## config.mk

```make
export PLATFORM = sky130hd
export DESIGN_NAME = bmp24_stream_decoder_core
export DESIGN_NICKNAME = d
export VERILOG_FILES = /design/src/bmp24_pkg.sv /design/src/bmp24_parse.sv /design/src/bmp24_stream_decoder_core.sv
export SDC_FILE = /design/constraint.sdc
export NUM_CORES = 1
export LEC_CHECK = 0
export ABC_AREA = 1
export BUFFER_PORTS_ARGS = -buffer_cell sky130_fd_sc_hd__buf_2
export CAP_MARGIN = 5
export CELL_PAD_IN_SITES_DETAIL_PLACEMENT = 1
export CELL_PAD_IN_SITES_GLOBAL_PLACEMENT = 2
export CORE_ASPECT_RATIO = 0.7
export CORE_MARGIN = 8
export CORE_UTILIZATION = 40
export CTS_BUF_LIST = sky130_fd_sc_hd__clkbuf_2
export DETAILED_ROUTE_END_ITERATION = 16
export PLACE_DENSITY_LB_ADDON = 0.1
export SLEW_MARGIN = 20
export SYNTH_ARGS = -nofsm -noshare
export SYNTH_HDL_FRONTEND = slang
export SYNTH_SLANG_ARGS = --single-unit
export TNS_END_PERCENT = 30
```

## constraint.sdc

```tcl
create_clock -name clk -period 5.4 [get_ports clk]
set_input_delay 1.08 -clock clk [delete_from_list [all_inputs] [get_ports clk]]
set_output_delay 1.08 -clock clk [all_outputs]
set_load 0.03 [all_outputs]
```

## src/bmp24_pkg.sv

```systemverilog
// shared types and constants for the 24-bit bmp stream decoder
package bmp24_pkg;

  // default limit on image width and height
  localparam int MAX_DIM_DEFAULT = 4096;

  // captured dimension: low 17 bits of the header field, upper bits kept as a flag
  localparam int DIM_W = 17;
  // compare width for counter increments against a dimension
  localparam int EXT_W = DIM_W + 1;

  // file layout
  localparam logic [7:0] SIG_B       = 8'h42;
  localparam logic [7:0] SIG_M       = 8'h4D;
  localparam logic [5:0] INFO_START  = 6'd14;
  localparam logic [5:0] HEADER_LAST = 6'd53;
  localparam logic [7:0] INFO_SIZE   = 8'd40;
  localparam logic [7:0] BITS_PER_PX = 8'd24;
  localparam logic [7:0] PLANES      = 8'd1;

  // result kinds
  typedef enum logic [1:0] {
    KIND_PIXEL  = 2'd0,
    KIND_HEADER = 2'd1,
    KIND_ERROR  = 2'd2
  } kind_t;

  // error codes
  typedef enum logic [1:0] {
    ERR_SIGNATURE = 2'd0,
    ERR_FORMAT    = 2'd1,
    ERR_NOT_GRAY  = 2'd2
  } err_t;

  // one result item
  typedef struct packed {
    kind_t       kind;
    logic [7:0]  red;
    logic [7:0]  green;
    logic [7:0]  blue;
    logic [11:0] column;
    logic [11:0] row;
    logic [12:0] image_width;
    logic [12:0] image_height;
    err_t        error_code;
    logic        last_pixel;
  } result_t;

endpackage

```

## src/bmp24_parse.sv

```systemverilog
// header parser and pixel assembler: parse state and per-byte result logic
module bmp24_parse import bmp24_pkg::*; #(
  parameter int MAX_DIM = MAX_DIM_DEFAULT
) (
  input  logic       clk,
  input  logic       rst,
  input  logic       step,
  input  logic [7:0] data_byte,
  input  logic       first_byte,
  input  logic       mono_mode,
  output logic       res_valid,
  output result_t    res
);

  localparam int CNT_W = $clog2(MAX_DIM + 1);

  // header byte positions
  localparam logic [5:0] POS_SIG_B  = 6'd0;
  localparam logic [5:0] POS_SIG_M  = 6'd1;
  localparam logic [5:0] POS_HSIZE  = INFO_START;
  localparam logic [5:0] POS_HSIZE3 = INFO_START + 6'd3;
  localparam logic [5:0] POS_W0     = INFO_START + 6'd4;
  localparam logic [5:0] POS_W1     = INFO_START + 6'd5;
  localparam logic [5:0] POS_W2     = INFO_START + 6'd6;
  localparam logic [5:0] POS_W3     = INFO_START + 6'd7;
  localparam logic [5:0] POS_H0     = INFO_START + 6'd8;
  localparam logic [5:0] POS_H1     = INFO_START + 6'd9;
  localparam logic [5:0] POS_H2     = INFO_START + 6'd10;
  localparam logic [5:0] POS_H3     = INFO_START + 6'd11;
  localparam logic [5:0] POS_PLANES = INFO_START + 6'd12;
  localparam logic [5:0] POS_PLANE1 = INFO_START + 6'd13;
  localparam logic [5:0] POS_BPP    = INFO_START + 6'd14;
  localparam logic [5:0] POS_ZERO0  = INFO_START + 6'd15;
  localparam logic [5:0] POS_ZERO1  = INFO_START + 6'd23;

  typedef enum logic [2:0] {
    PH_HEADER = 3'b001,
    PH_PIXELS = 3'b010,
    PH_IDLE   = 3'b100
  } phase_t;

  // parse state
  phase_t             phase, phase_next;
  logic [5:0]         header_position, header_position_next;
  logic               format_bad, format_bad_next;
  logic [DIM_W-1:0]   width_seen, width_seen_next;
  logic [DIM_W-1:0]   height_seen, height_seen_next;
  logic               width_big, width_big_next;
  logic               height_big, height_big_next;
  logic [CNT_W-1:0]   column_count, column_count_next;
  logic [CNT_W-1:0]   row_count, row_count_next;
  logic [1:0]         byte_in_pixel, byte_in_pixel_next;
  logic [1:0]         pad_left, pad_left_next;
  logic [7:0]         held_blue, held_blue_next;
  logic [7:0]         held_green, held_green_next;

  // effective state once a first-byte restart is applied
  phase_t             ph;
  logic [5:0]         pos;
  logic               fbad;
  logic               info_bad;
  logic               too_big;
  logic [EXT_W-1:0]   col_inc;
  logic [EXT_W-1:0]   row_inc;
  logic               at_last;

  // next state and result for the byte in the input register
  always_comb begin
    ph   = first_byte ? PH_HEADER : phase;
    pos  = first_byte ? 6'd0 : header_position;
    fbad = first_byte ? 1'b0 : format_bad;

    phase_next           = ph;
    header_position_next = pos;
    format_bad_next      = fbad;
    width_seen_next      = width_seen;
    height_seen_next     = height_seen;
    width_big_next       = width_big;
    height_big_next      = height_big;
    column_count_next    = column_count;
    row_count_next       = row_count;
    byte_in_pixel_next   = byte_in_pixel;
    pad_left_next        = pad_left;
    held_blue_next       = held_blue;
    held_green_next      = held_green;

    res_valid = 1'b0;
    res       = '0;

    // fixed fields of the info header
    case (pos) inside
      POS_HSIZE:                                 info_bad = (data_byte != INFO_SIZE);
      [POS_HSIZE + 6'd1:POS_HSIZE3], POS_PLANE1,
      [POS_ZERO0:POS_ZERO1]:                     info_bad = (data_byte != 8'd0);
      POS_PLANES:                                info_bad = (data_byte != PLANES);
      POS_BPP:                                   info_bad = (data_byte != BITS_PER_PX);
      default:                                   info_bad = 1'b0;
    endcase

    too_big = width_big || height_big ||
              (width_seen > DIM_W'(MAX_DIM)) || (height_seen > DIM_W'(MAX_DIM));

    col_inc = EXT_W'(column_count) + EXT_W'(1);
    row_inc = EXT_W'(row_count) + EXT_W'(1);
    at_last = (col_inc == EXT_W'(width_seen)) && (row_inc == EXT_W'(height_seen));

    case (ph)
      PH_HEADER: begin
        if ((pos == POS_SIG_B && data_byte != SIG_B) ||
            (pos == POS_SIG_M && data_byte != SIG_M)) begin
          res_valid        = 1'b1;
          res.kind         = KIND_ERROR;
          res.error_code   = ERR_SIGNATURE;
          phase_next       = PH_IDLE;
        end else begin
          format_bad_next = fbad | info_bad;
          // dimension capture, little endian
          case (pos)
            POS_W0: width_seen_next[7:0]  = data_byte;
            POS_W1: width_seen_next[15:8] = data_byte;
            POS_W2: begin
              width_seen_next[DIM_W-1] = data_byte[0];
              width_big_next           = |data_byte[7:1];
            end
            POS_W3: width_big_next = width_big | (|data_byte);
            POS_H0: height_seen_next[7:0]  = data_byte;
            POS_H1: height_seen_next[15:8] = data_byte;
            POS_H2: begin
              height_seen_next[DIM_W-1] = data_byte[0];
              height_big_next           = |data_byte[7:1];
            end
            POS_H3: height_big_next = height_big | (|data_byte);
            default: ;
          endcase
          if (pos < HEADER_LAST) begin
            header_position_next = pos + 6'd1;
          end else if (fbad || too_big) begin
            res_valid      = 1'b1;
            res.kind       = KIND_ERROR;
            res.error_code = ERR_FORMAT;
            phase_next     = PH_IDLE;
          end else begin
            res_valid          = 1'b1;
            res.kind           = KIND_HEADER;
            res.image_width    = 13'(width_seen);
            res.image_height   = 13'(height_seen);
            column_count_next  = '0;
            row_count_next     = '0;
            byte_in_pixel_next = 2'd0;
            pad_left_next      = 2'd0;
            phase_next = (width_seen == '0 || height_seen == '0) ? PH_IDLE : PH_PIXELS;
          end
        end
      end
      PH_PIXELS: begin
        if (pad_left != 2'd0) begin
          // row padding
          pad_left_next = pad_left - 2'd1;
          if (pad_left == 2'd1) begin
            column_count_next = '0;
            row_count_next    = CNT_W'(row_inc);
            if (row_inc >= EXT_W'(height_seen)) begin
              phase_next = PH_IDLE;
            end
          end
        end else if (byte_in_pixel == 2'd0) begin
          held_blue_next     = data_byte;
          byte_in_pixel_next = 2'd1;
        end else if (byte_in_pixel == 2'd1) begin
          held_green_next    = data_byte;
          byte_in_pixel_next = 2'd2;
        end else begin
          byte_in_pixel_next = 2'd0;
          if (mono_mode && (data_byte != held_green || held_green != held_blue)) begin
            res_valid      = 1'b1;
            res.kind       = KIND_ERROR;
            res.error_code = ERR_NOT_GRAY;
            phase_next     = PH_IDLE;
          end else begin
            res_valid      = 1'b1;
            res.kind       = KIND_PIXEL;
            res.red        = data_byte;
            res.green      = held_green;
            res.blue       = held_blue;
            res.column     = 12'(column_count);
            res.row        = 12'(row_count);
            res.last_pixel = at_last;
            if (at_last) begin
              phase_next = PH_IDLE;
            end else begin
              column_count_next = CNT_W'(col_inc);
              // end of row: skip padding or move to the next row
              if (col_inc >= EXT_W'(width_seen)) begin
                pad_left_next = width_seen[1:0];
                if (width_seen[1:0] == 2'd0) begin
                  column_count_next = '0;
                  row_count_next    = CNT_W'(row_inc);
                  if (row_inc >= EXT_W'(height_seen)) begin
                    phase_next = PH_IDLE;
                  end
                end
              end
            end
          end
        end
      end
      default: ;
    endcase
  end

  // control state
  always_ff @(posedge clk) begin
    if (rst) begin
      phase           <= PH_HEADER;
      header_position <= 6'd0;
      format_bad      <= 1'b0;
    end else if (step) begin
      phase           <= phase_next;
      header_position <= header_position_next;
      format_bad      <= format_bad_next;
    end
  end

  // captured header fields and pixel assembly
  always_ff @(posedge clk) begin
    if (step) begin
      width_seen    <= width_seen_next;
      height_seen   <= height_seen_next;
      width_big     <= width_big_next;
      height_big    <= height_big_next;
      column_count  <= column_count_next;
      row_count     <= row_count_next;
      byte_in_pixel <= byte_in_pixel_next;
      pad_left      <= pad_left_next;
      held_blue     <= held_blue_next;
      held_green    <= held_green_next;
    end
  end

endmodule

```

## src/bmp24_stream_decoder_core.sv

```systemverilog
// top level of the 24-bit bmp stream decoder: input register, parser, result register
// a byte passes from the input register through the parser into the result register
// throughput: one byte per cycle while the result side does not stall
// a byte waits in the input register only while a result is held and stalled
// reset clears the valid flags, the mono mode register and the parser to the
// start of a file; parsing after reset begins at byte 0 without a first flag
module bmp24_stream_decoder_core import bmp24_pkg::*; #(
  parameter int MAX_DIM = MAX_DIM_DEFAULT
) (
  input  logic        clk,
  input  logic        rst,
  input  logic        mono_mode_write,
  input  logic        mono_mode,
  input  logic        in_valid,
  output logic        in_stall,
  input  logic [7:0]  data_byte,
  input  logic        first_byte,
  output logic        out_valid,
  input  logic        out_stall,
  output logic [1:0]  kind,
  output logic [7:0]  red,
  output logic [7:0]  green,
  output logic [7:0]  blue,
  output logic [11:0] column,
  output logic [11:0] row,
  output logic [12:0] image_width,
  output logic [12:0] image_height,
  output logic [1:0]  error_code,
  output logic        last_pixel
);

  logic       mono_reg;
  logic       in_reg_valid;
  logic [7:0] in_reg_byte;
  logic       in_reg_first;
  logic       advance;
  logic       res_valid;
  result_t    res;
  result_t    out_reg;

  // config register
  always_ff @(posedge clk) begin
    if (rst) begin
      mono_reg <= 1'b0;
    end else if (mono_mode_write) begin
      mono_reg <= mono_mode;
    end
  end

  // the held byte moves on when the result register is free or being emptied
  assign advance  = in_reg_valid && (!out_valid || !out_stall);
  assign in_stall = in_reg_valid && !advance;

  // input register
  always_ff @(posedge clk) begin
    if (rst) begin
      in_reg_valid <= 1'b0;
    end else if (!in_stall) begin
      in_reg_valid <= in_valid;
    end
  end

  always_ff @(posedge clk) begin
    if (in_valid && !in_stall) begin
      in_reg_byte  <= data_byte;
      in_reg_first <= first_byte;
    end
  end

  bmp24_parse #(
    .MAX_DIM(MAX_DIM)
  ) u_parse (
    .clk        (clk),
    .rst        (rst),
    .step       (advance),
    .data_byte  (in_reg_byte),
    .first_byte (in_reg_first),
    .mono_mode  (mono_reg),
    .res_valid  (res_valid),
    .res        (res)
  );

  // result register
  always_ff @(posedge clk) begin
    if (rst) begin
      out_valid <= 1'b0;
    end else if (advance) begin
      out_valid <= res_valid;
    end else if (!out_stall) begin
      out_valid <= 1'b0;
    end
  end

  always_ff @(posedge clk) begin
    if (advance && res_valid) begin
      out_reg <= res;
    end
  end

  // result item fields
  assign kind         = out_reg.kind;
  assign red          = out_reg.red;
  assign green        = out_reg.green;
  assign blue         = out_reg.blue;
  assign column       = out_reg.column;
  assign row          = out_reg.row;
  assign image_width  = out_reg.image_width;
  assign image_height = out_reg.image_height;
  assign error_code   = out_reg.error_code;
  assign last_pixel   = out_reg.last_pixel;

endmodule
```

==> Yosys cells after proc, flatten, opt, wreduce, memory -nomap -nowiden <==
Index checks and enable logic that the tools add are counted.
W data, S select, Z words.
{ "totals": {"reg_bits": 183, "in_bits": 15, "elab_cells": 230, "output_inout_bits": 81} }
{ "classes": {"bitwise_logic": 8, "n_reduce_logical": 51, "muxes": 88, "eq_ne": 38, "add_sub_neg": 4, "n_lt_le_gt_ge": 9} }
{ "op_table": {"columns": ["cell", "n"], "rows": [
  ["$mux W13", 19],
  ["$mux W50", 3],
  ["$eq A6 B5 Y1 const B", 11],
  ["$pmux W13 S2", 2],
  ["$mux W3", 17],
  ["$mux W48", 1],
  ["$eq A18 B17 Y1", 2],
  ["$ge A18 B17 Y1", 2],
  ["$mux W2", 18],
  ["$reduce_and A4 Y1", 9],
  ["$gt A17 B13 Y1 const B", 2],
  ["$logic_not A17 Y1", 2],
  ["$add A13 B1 Y14 const B", 2],
  ["$mux W6", 4],
  ["$reduce_and A10 Y1", 2],
  ["$mux W1", 16],
  ["$ne A8 B7 Y1 const B", 2],
  ["$ne A8 B8 Y1", 2],
  ["$pmux W2 S2", 4],
  ["$reduce_and A12 Y1", 1],
  ["$logic_and A1 B1 Y1", 10],
  ["$ne A3 B2 Y1 const B", 3],
  ["$logic_or A1 B1 Y1", 8],
  ["$ne A2 B2 Y1 const B", 4],
  ["34 further kinds", 52]
]} }

==> Longest topological paths before layout <==
Gate-level depths: netlist of run 1.
{ "depth": {"depth_word": 11, "mapped_depth": 26, "ltp_nobuf": 26} }

==> Modules after synthesis <==
A second synthesis of run 1 with hierarchy kept.
{ "unflattened": {"hier_cells": 930, "hier_area_um2": 8968.6} }
{ "modules_own_cells": {"columns": ["module", "seq_area_each_um2", "area_per_inst_um2", "n_inst", "cells_per_inst"], "rows": [
  ["bmp24_parse", 2662.6, 6187.2, 1, 820],
  ["bmp24_stream_decoder_core", 2702.6, 2781.4, 1, 110]
]} }

==> Worst setup path before layout of run 1 <==
Ideal clock, no wire load.
{ "synth_path": {"path_type": "register -> register", "start": "register in_reg_first", "end": "register out_reg, in the netlist blue[0] (enable)", "path_stages_with_launch": 11, "t_arrival_ps": 3197, "n_path_buf": 0, "synth_period_minus_slack_ps": 3630, "required_ps": 4967, "slack_ps": 1770, "setup_time_ps": 433, "cell_sequence": "edfxtp_1 nor2_1 inv_1 ha_1 o21ai_0 nand2_1 inv_1 nor2_1 o22ai_1 nand2_1 inv_1"} }
{ "synth_via": {"elab_chain_len": 7, "word_cells_on_any_way": 14, "cone_classes": "1 x order compare; 3 x eq/ne; 5 x mux; 5 x reduce/logical"} }
{ "synth_rtl": {"columns": ["element", "line", "source"], "rows": [
  ["start: declaration", "bmp24_stream_decoder_core.sv:35", "logic in_reg_first;"],
  ["start signal: assignment", "bmp24_stream_decoder_core.sv:66", "in_reg_first <= first_byte;"],
  ["branches (longest 5 deep; another with $lt A6 B6 Y1)", null, null],
  ["$pmux W1 S2 (*)", "bmp24_parse.sv:107", "case (ph)"],
  ["$logic_and A1 B1 Y1 (*)", "bmp24_stream_decoder_core.sv:95", "if (advance && res_valid) begin"],
  ["end signal: assignment", "bmp24_stream_decoder_core.sv:96", "out_reg <= res;"],
  ["end: declaration", "bmp24_stream_decoder_core.sv:39", "result_t out_reg;"]
]} }
Every way passes the cells marked *.
A chain may end at the register's enable or synchronous reset.

==> Worst setup path after layout of run 1 <==
{ "layout_path": {"start": "register u_parse.column_count[0]", "end": "register u_parse.row_count[3] (enable)"} }
{ "layout_via": {"elab_chain_len": 5, "word_cells_on_any_way": 7, "cone_classes": "1 x add/sub; 1 x order compare; 3 x eq/ne; 2 x reduce/logical"} }
{ "layout_rtl": {"columns": ["element", "line", "source"], "rows": [
  ["start: declaration", "bmp24_parse.sv:50", "logic [CNT_W-1:0] column_count, column_count_next;"],
  ["start signal: assignment", "bmp24_parse.sv:231", "column_count <= column_count_next;"],
  ["$add A13 B1 Y14 (*)", "bmp24_parse.sv:103", "col_inc = EXT_W'(column_count) + EXT_W'(1);"],
  ["branches (longest 3 deep; another with $ge A18 B17 Y1)", null, null],
  ["$reduce_and A12 Y1 (no line) (*)", null, null],
  ["end signal: assignment", "bmp24_parse.sv:232", "row_count <= row_count_next;"],
  ["end: declaration", "bmp24_parse.sv:51", "logic [CNT_W-1:0] row_count, row_count_next;"]
]} }
Marked as above.

==> impl_metrics.py, run 1 <==
metrics = {
    "cts": {
        "cts_buffer_depth": 2,
        "insertion_delay_ns": 0.79,
        "ctsResizeCount": 0,
        "clkTransAtPathRegs_ns": 0.27,
        "postCtsSetupBuffers": 0,
        "cts_root_buf": "clkbuf_2",
        "cts_tree": "yes",
        "cts_buffers": 17,
        "cts_hold_buf": 0,
        "clkSinkCount": 183,
        "h-tree-depth": 4,
    },
    "place": {
        "gp_congestion": 0.8366,
        "portBuffers": 95,
        "dpl.cell_count": 1306,
        "post-dp-hpwl_mm": 17.61,
    },
    "logic_synthesis": {
        "yosys-top-cells-area": "edfxtp_1 (57%), nand2_1 (7.6%), inv_1 (6.9%)",
        "yosys_register_bits": 183,
        "synth_nets": 983,
        "synth_cell_types": 39,
        "syn_inst": 933,
        "yosysTopAreaCell": "edfxtp_1",
        "ys_seq_area_share_pct": 60.10,
        "netlist_area_sq_um": 8927,
        "syn_area_per_cell_sq_um": 9.568,
        "synth_top_area_share_pct": 57.18,
        "yosysWarningCount": 0,
    },
    "floorplanning": {
        "die_w_um": 194.6,
        "core_area_sq_um": 21790,
        "start_util_pct": 40.97,
        "core.rowCount": 45,
        "dieArea_sq_um": 27430,
        "io_pins": 96,
        "dieHeight_um": 141.0,
    },
    "power": {
        "p_int_uw": 1941,
        "peakVddDrop_uv": 129.7,
        "seqPwrFrac_pct": 61.9,
        "leakage_uw": 0.004307,
        "pwr-share-clk_pct": 31.1,
        "power.switching_uw": 669.8,
        "powerDensity_nw_per_um2": 259.5,
        "power.total_uw": 2611,
        "sw_frac_of_total_pct": 25.65,
        "power_frac_comb_pct": 7.0,
    },
    "critical_path": {
        "worstPathRequired_ns": 5.81,
        "cp.arrival_ns": 4.54,
        "worst-path-max-fanout": 13,
        "crit_type": "reg2reg",
        "critPathLaunchType": "register",
        "crit_path_end_kind": "register",
    },
    "timing": {
        "timing.fmax_mhz": 242.1,
        "min_period_ns": 4.131,
        "slew-limit-headroom_pct": 26.82,
        "tightest_slew_ns": 1.092,
        "finalHoldViolCount": 0,
        "rsz0062_at_grt": "false",
        "setup-tns-final_ns": 0,
        "drv_slew": 0,
        "period_share_pct": 76.50,
        "setup_violations": 0,
        "holdWs_ns": 0.4406,
        "fin_worst_skew_ns": 0.05678,
    },
    "final_layout": {
        "area_growth_syn_to_layout_pct": 12.68,
        "layout-drive-gt1-share_pct": 17.16,
        "finalNetCount": 1093,
        "reg.largest.list": "u_parse.height_seen x17, u_parse.width_seen x17",
        "final_cells": 1338,
    },
    "route": {
        "drtAntennaViolNets": 0,
        "drc": 0,
        "wl_mm": 22.88,
        "wl_per_cell_um": 17.10,
        "num_vias": 6424,
        "drtIter0Drc": 369,
        "vias_per_cell": 4.801,
        "dr.pass1.iters": 5,
    },
    "global_routing": {
        "grt_util_all_layers_pct": 17.21,
        "overflow": 0,
        "antenna_found_initial": 1,
        "grt_pass1_vias": 6673,
        "grt_max_degree": 38,
        "grt_pass1_wl_mm": 37.26,
    },
    "job": {
        "maxCapViolations": 0,
    },
    "min_path": {
        "hp-class": "in2reg",
    },
    "outcome": {
        "status": "finished, final reports clean",
    },
}
==> path summary, 6_finish.rpt <==
check / startpoint / endpoint / slack [ns] / cells after the start
worst max register to register: u_parse.column_count[0] / u_parse.row_count[3] / 1.27 / 16
worst max-delay path: u_parse.column_count[0] / u_parse.row_count[3] / 1.27 / 16
worst min-delay path: mono_mode_write / mono_reg / 0.44 / 2
worst min register to register: u_parse.header_position[1] / u_parse.header_position[1] / 0.49 / 2
==> layout by cell type, fill, tap and decap left out, drive strengths merged <==
| cell type | instances |
|---|---|
| nor2 | 186 |
| nand2 | 185 |
| inv | 177 |
| edfxtp | 170 |
| buf | 103 |
| ha | 35 |
| nand3 | 30 |
| a21oi | 27 |
| nor3 | 27 |
| o21ai | 25 |
| clkbuf | 17 |
| xor2 | 13 |
| dfxtp | 13 |
| nand4 | 12 |
| nor4 | 6 |
| clkinv | 6 |
| bufinv | 4 |
| o22ai | 2 |
| and2 | 2 |
| o31ai | 2 |
| nand3b | 2 |
| a22oi | 2 |
| diode | 1 |
| nand2b | 1 |
| o221ai | 1 |
| or2 | 1 |
| o21bai | 1 |
| a21o | 1 |
| o211ai | 1 |
| a211oi | 1 |
| o21a | 1 |
| clkinvlp | 1 |
==> logic make-up (layout without fill, tap and decap cells) <==
group                      after synthesis  in the layout  synth area share [%]
and+or+nand+nor                        452            452                 21.72
buffers and inverters                  186            308                 8.045
DFF                                    183            183                 60.10
AOI/OAI and AO/OA                       64             64                 3.952
adders and majority gates               35             35                 4.905
xor gates and xnor gates                13             13                 1.275
other                                    0              1                     0
==> synthesized netlist by cell type <==
cell	number
nor3_2	2
nand2b_1	1
buf_2	2
a21o_1	1
xor2_1	13
nand3_1	30
nor2_2	22
nor3_1	24
a211oi_1	1
o221ai_1	1
nand4_1	12
ha_1	35
o21a_1	1
nor4_1	6
inv_1	165
a21oi_2	1
nor2_1	161
and2_1	2
o21ai_0	21
buf_6	2
o21ai_1	4
nor3_4	1
nand3b_1	2
o22ai_1	2
inv_2	8
inv_4	1
nor2_4	3
o21bai_1	1
nand2_2	4
nand2_1	181
o211ai_1	1
a21oi_1	26
a22oi_1	2
o31ai_1	2
or2_2	1
dfxtp_1	13
buf_1	1
clkbuf_1	7
edfxtp_1	170
==> routing by layer <==
layer  GRT usage [%]  share of wire [%]  routed length, um
met5               0                  0                  0
met4           3.367               0.52                120
met3           3.471                3.5                796
met2           27.08                 45              10190
met1           24.40                 51              11770
==> metrics by stage <==
stage / utilization, % / setup slack [ns] / instance area (sq um)
6_report: 46.17 / 1.269 / 10060
5_1_grt: 46.17 / 0.7490 / 10060
4_1_cts: 46.11 / 1.218 / 10050
3_5_place_dp: 44.81 / 1.259 / 9764
3_3_place_gp: 44.79 / 1.413 / 9759
2_1_floorplan: - / 1.770 / 8927
==> worst max-delay path, cell delays in order (launching register included) <==
cell	delay, ns
edfxtp_1	0.47
ha_1	0.20
nand2_1	0.09
nor2_1	0.15
nand3_1	0.14
nor4_1	0.41
nand3_1	0.16
xor2_1	0.21
inv_1	0.07
ha_1	0.29
nand4_1	0.10
nor2_1	0.07
nand3_1	0.14
o21ai_0	0.14
nand2_1	0.11
o21ai_0	0.13
nor3_2	0.90
==> power by group through the flow <==
stage               registers [uW]  logic (uW)  clock network (uW)
global route                  1620         198                 882
finish                        1620         182                 813
floorplan                     1710        54.7                   0
detailed placement            1650         186                   0
global placement              1650         185                   0
CTS                           1620         187                 834
==> layout make-up <==
type / instances / area [sq um]
Antenna cell: 1 / 2.502
Clock buffer: 17 / 85.08
Clock inverter: 14 / 197.7
Fill cell: 2547 / 11730
Inverter: 174 / 656.9
Multi-Input combinational cell: 564 / 2864
Sequential cell: 183 / 5365
Tap cell: 282 / 352.8
Timing Repair Buffer: 103 / 535.5
(Power assumes the default switching activity.)
==> run 2: changes to the inputs <==
Settings changed: CORE_UTILIZATION 40 to 35.
Clock period 5.4 ns to 3.4 ns, I/O delays scaled along.
==> impl_metrics.py, run 2 (same netlist as run 1, synthesis figures left out) <==
metrics = {
    "timing": {
        "fin_worst_skew_ns": 0.03299,
        "finalHoldViolCount": 0,
        "setup-tns-final_ns": 0,
        "timing.fmax_mhz": 302.9,
        "drv_slew": 0,
        "holdWs_ns": 0.09490,
        "min_period_ns": 3.301,
        "setup_violations": 0,
        "period_share_pct": 97.09,
        "slew-limit-headroom_pct": 57.94,
        "layout_setup_ws_ns": 0.09900,
        "rsz0062_at_grt": "true",
        "tightest_slew_ns": 0.6251,
    },
    "route": {
        "vias_per_cell": 4.594,
        "drtAntennaViolNets": 0,
        "num_vias": 6785,
        "dr.pass1.iters": 5,
        "wl_per_cell_um": 16.62,
        "wl_mm": 24.54,
        "drtIter0Drc": 288,
        "drc": 0,
    },
    "global_routing": {
        "grt_max_degree": 43,
        "grt_pass1_wl_mm": 38.61,
        "antenna_found_initial": 1,
        "overflow": 0,
        "grt_util_all_layers_pct": 16.18,
        "grt_pass1_vias": 7050,
    },
    "critical_path": {
        "critPathBufInv": 3,
        "rr_endpoint": "u_parse.row_count[12]",
        "critPathLaunchType": "register",
        "rrSetupSlack_ns": 0.1,
        "critical-path-slowest-cell": "edfxtp_1",
        "r2r_start": "u_parse.column_count[0]",
        "worst-path-max-fanout": 13,
        "r2r_cells": 18,
        "worstPathRequired_ns": 3.96,
        "max_stage_delay_ns": 0.46,
        "crit_path_end_kind": "register",
        "cp_cell_sequence": "ha_2 -> nand2_4 -> nor2_4 -> nand3_4 -> nor4_4 -> nand3_1 -> xor2_1 -> inv_1 -> ha_4 -> nand4_1 -> nor2_2 -> nand3_2 -> o21ai_2 -> nand2_1 -> o21ai_2 -> buf_4 -> nor3_4 -> buf_12",
        "cp.arrival_ns": 3.87,
        "crit_path_frequent_cell": "o21ai_2",
        "crit_type": "reg2reg",
        "crit_family": "simple AND/OR/NAND/NOR gates",
    },
    "cts": {
        "clkSinkCount": 183,
        "insertion_delay_ns": 0.78,
        "clkTransAtPathRegs_ns": 0.26,
        "cts_buffers": 17,
        "cts_buffer_depth": 2,
        "cts_root_buf": "clkbuf_2",
        "h-tree-depth": 4,
        "cts_tree": "yes",
    },
    "place": {
        "portBuffers": 95,
        "post-dp-hpwl_mm": 18.62,
        "place_ws_ns": -0.5313,
        "gp_congestion": 0.8005,
        "dpl-instance-area_sq_um": 10370,
    },
    "floorplanning": {
        "core.rowCount": 49,
        "die_w_um": 206.9,
        "dieHeight_um": 149.6,
        "dieArea_sq_um": 30950,
        "io_pins": 96,
        "start_util_pct": 35.17,
        "core_area_sq_um": 25380,
    },
    "power": {
        "powerDensity_nw_per_um2": 381.7,
        "leakage_uw": 0.004841,
        "peakVddDrop_uv": 204.9,
    },
    "final_layout": {
        "final_cell_mix": "edfxtp_1 (170), nand2_1 (166), inv_1 (161), nor2_1 (147), buf_2 (95)",
        "layout-drive-gt1-share_pct": 27.25,
        "reg.largest.list": "u_parse.height_seen x17, u_parse.width_seen x17",
        "area_growth_syn_to_layout_pct": 25.79,
        "finalNetCount": 1183,
        "post-route-cell-area_sq_um": 11230,
        "final_common_cell": "edfxtp_1",
        "fillers": 2923,
    },
    "job": {
        "maxCapViolations": 0,
    },
    "min_path": {
        "whs_endpoint": "in_reg_byte[7]",
        "hold_start": "data_byte[7]",
        "hp-class": "in2reg",
        "holdPathStages": 1,
    },
    "outcome": {
        "status": "finished, final reports clean",
    },
}
run 2: per-stage QoR:
stage	utilization, %	power (uW)	instances
2_1_floorplan	-	2800	933
5_1_grt	44.24	4440	1477
4_1_cts	42.79	4336	1465
3_5_place_dp	40.85	2945	1420
6_report	44.24	4287	1477
3_3_place_gp	40.82	2940	1420
run 2: layout make-up:
| type | instances | area [sq um] | share of cell area (%) |
|---|---|---|---|
| well taps | 331 | 414.1 | 3.688 |
| multi-input cells | 564 | 3159 | 28.13 |
| clock inverters | 14 | 220.2 | 1.961 |
| inverters | 174 | 659.4 | 5.872 |
| repair buffers | 193 | 1324 | 11.79 |
| diodes | 1 | 2.502 | 0.02228 |
| flip-flops and latches | 183 | 5365 | 47.78 |
| clock buffers | 17 | 85.08 | 0.7577 |
run 2: routing by layer:
| layer | GRT usage [%] | vias to the layer above | share of wire, % |
|---|---|---|---|
| met1 | 23.13 | 3260 | 51 |
| li1 | - | 3422 | - |
| met5 | 0 | - | 0 |
| met4 | 3.598 | 0 | 1.1 |
| met2 | 25.03 | 86 | 45 |
| met3 | 3.288 | 17 | 3.5 |
run 2: report_power, final:
group | total [uW] | internal [uW] | leakage, uW | switching, uW
clock network | 1380 | 562 | 0.000175 | 814
logic | 359 | 107 | 0.00299 | 252
registers | 2550 | 2520 | 0.00167 | 29.2
total | 4290 | 3190 | 0.00484 | 1090
run 2: worst max path at each step:
| stage | slack [ns] | cells after the start | start | endpoint |
|---|---|---|---|---|
| global placement | -0.59 | 16 | u_parse.column_count[0] | u_parse.row_count[2] |
| CTS | 0.003 | 20 | u_parse.column_count[0] | u_parse.column_count[1] |
| finish | 0.1 | 18 | u_parse.column_count[0] | u_parse.row_count[12] |
| floorplan | 0.07 | 16 | u_parse.column_count[0] | u_parse.row_count[0] |
| detailed placement | -0.53 | 16 | u_parse.column_count[0] | u_parse.row_count[2] |
| global route | -0.17 | 20 | u_parse.row_count[1] | u_parse.row_count[10] |
run 2: repair_timing:
action	in CTS	in global routing
buffers inserted	4	10
hold buffers	10	0
gates resized for setup	11	66
pin swaps	1	37
endpoints found under the hold margin	9	0
cloned	0	1
endpoints found under the setup margin	43	45
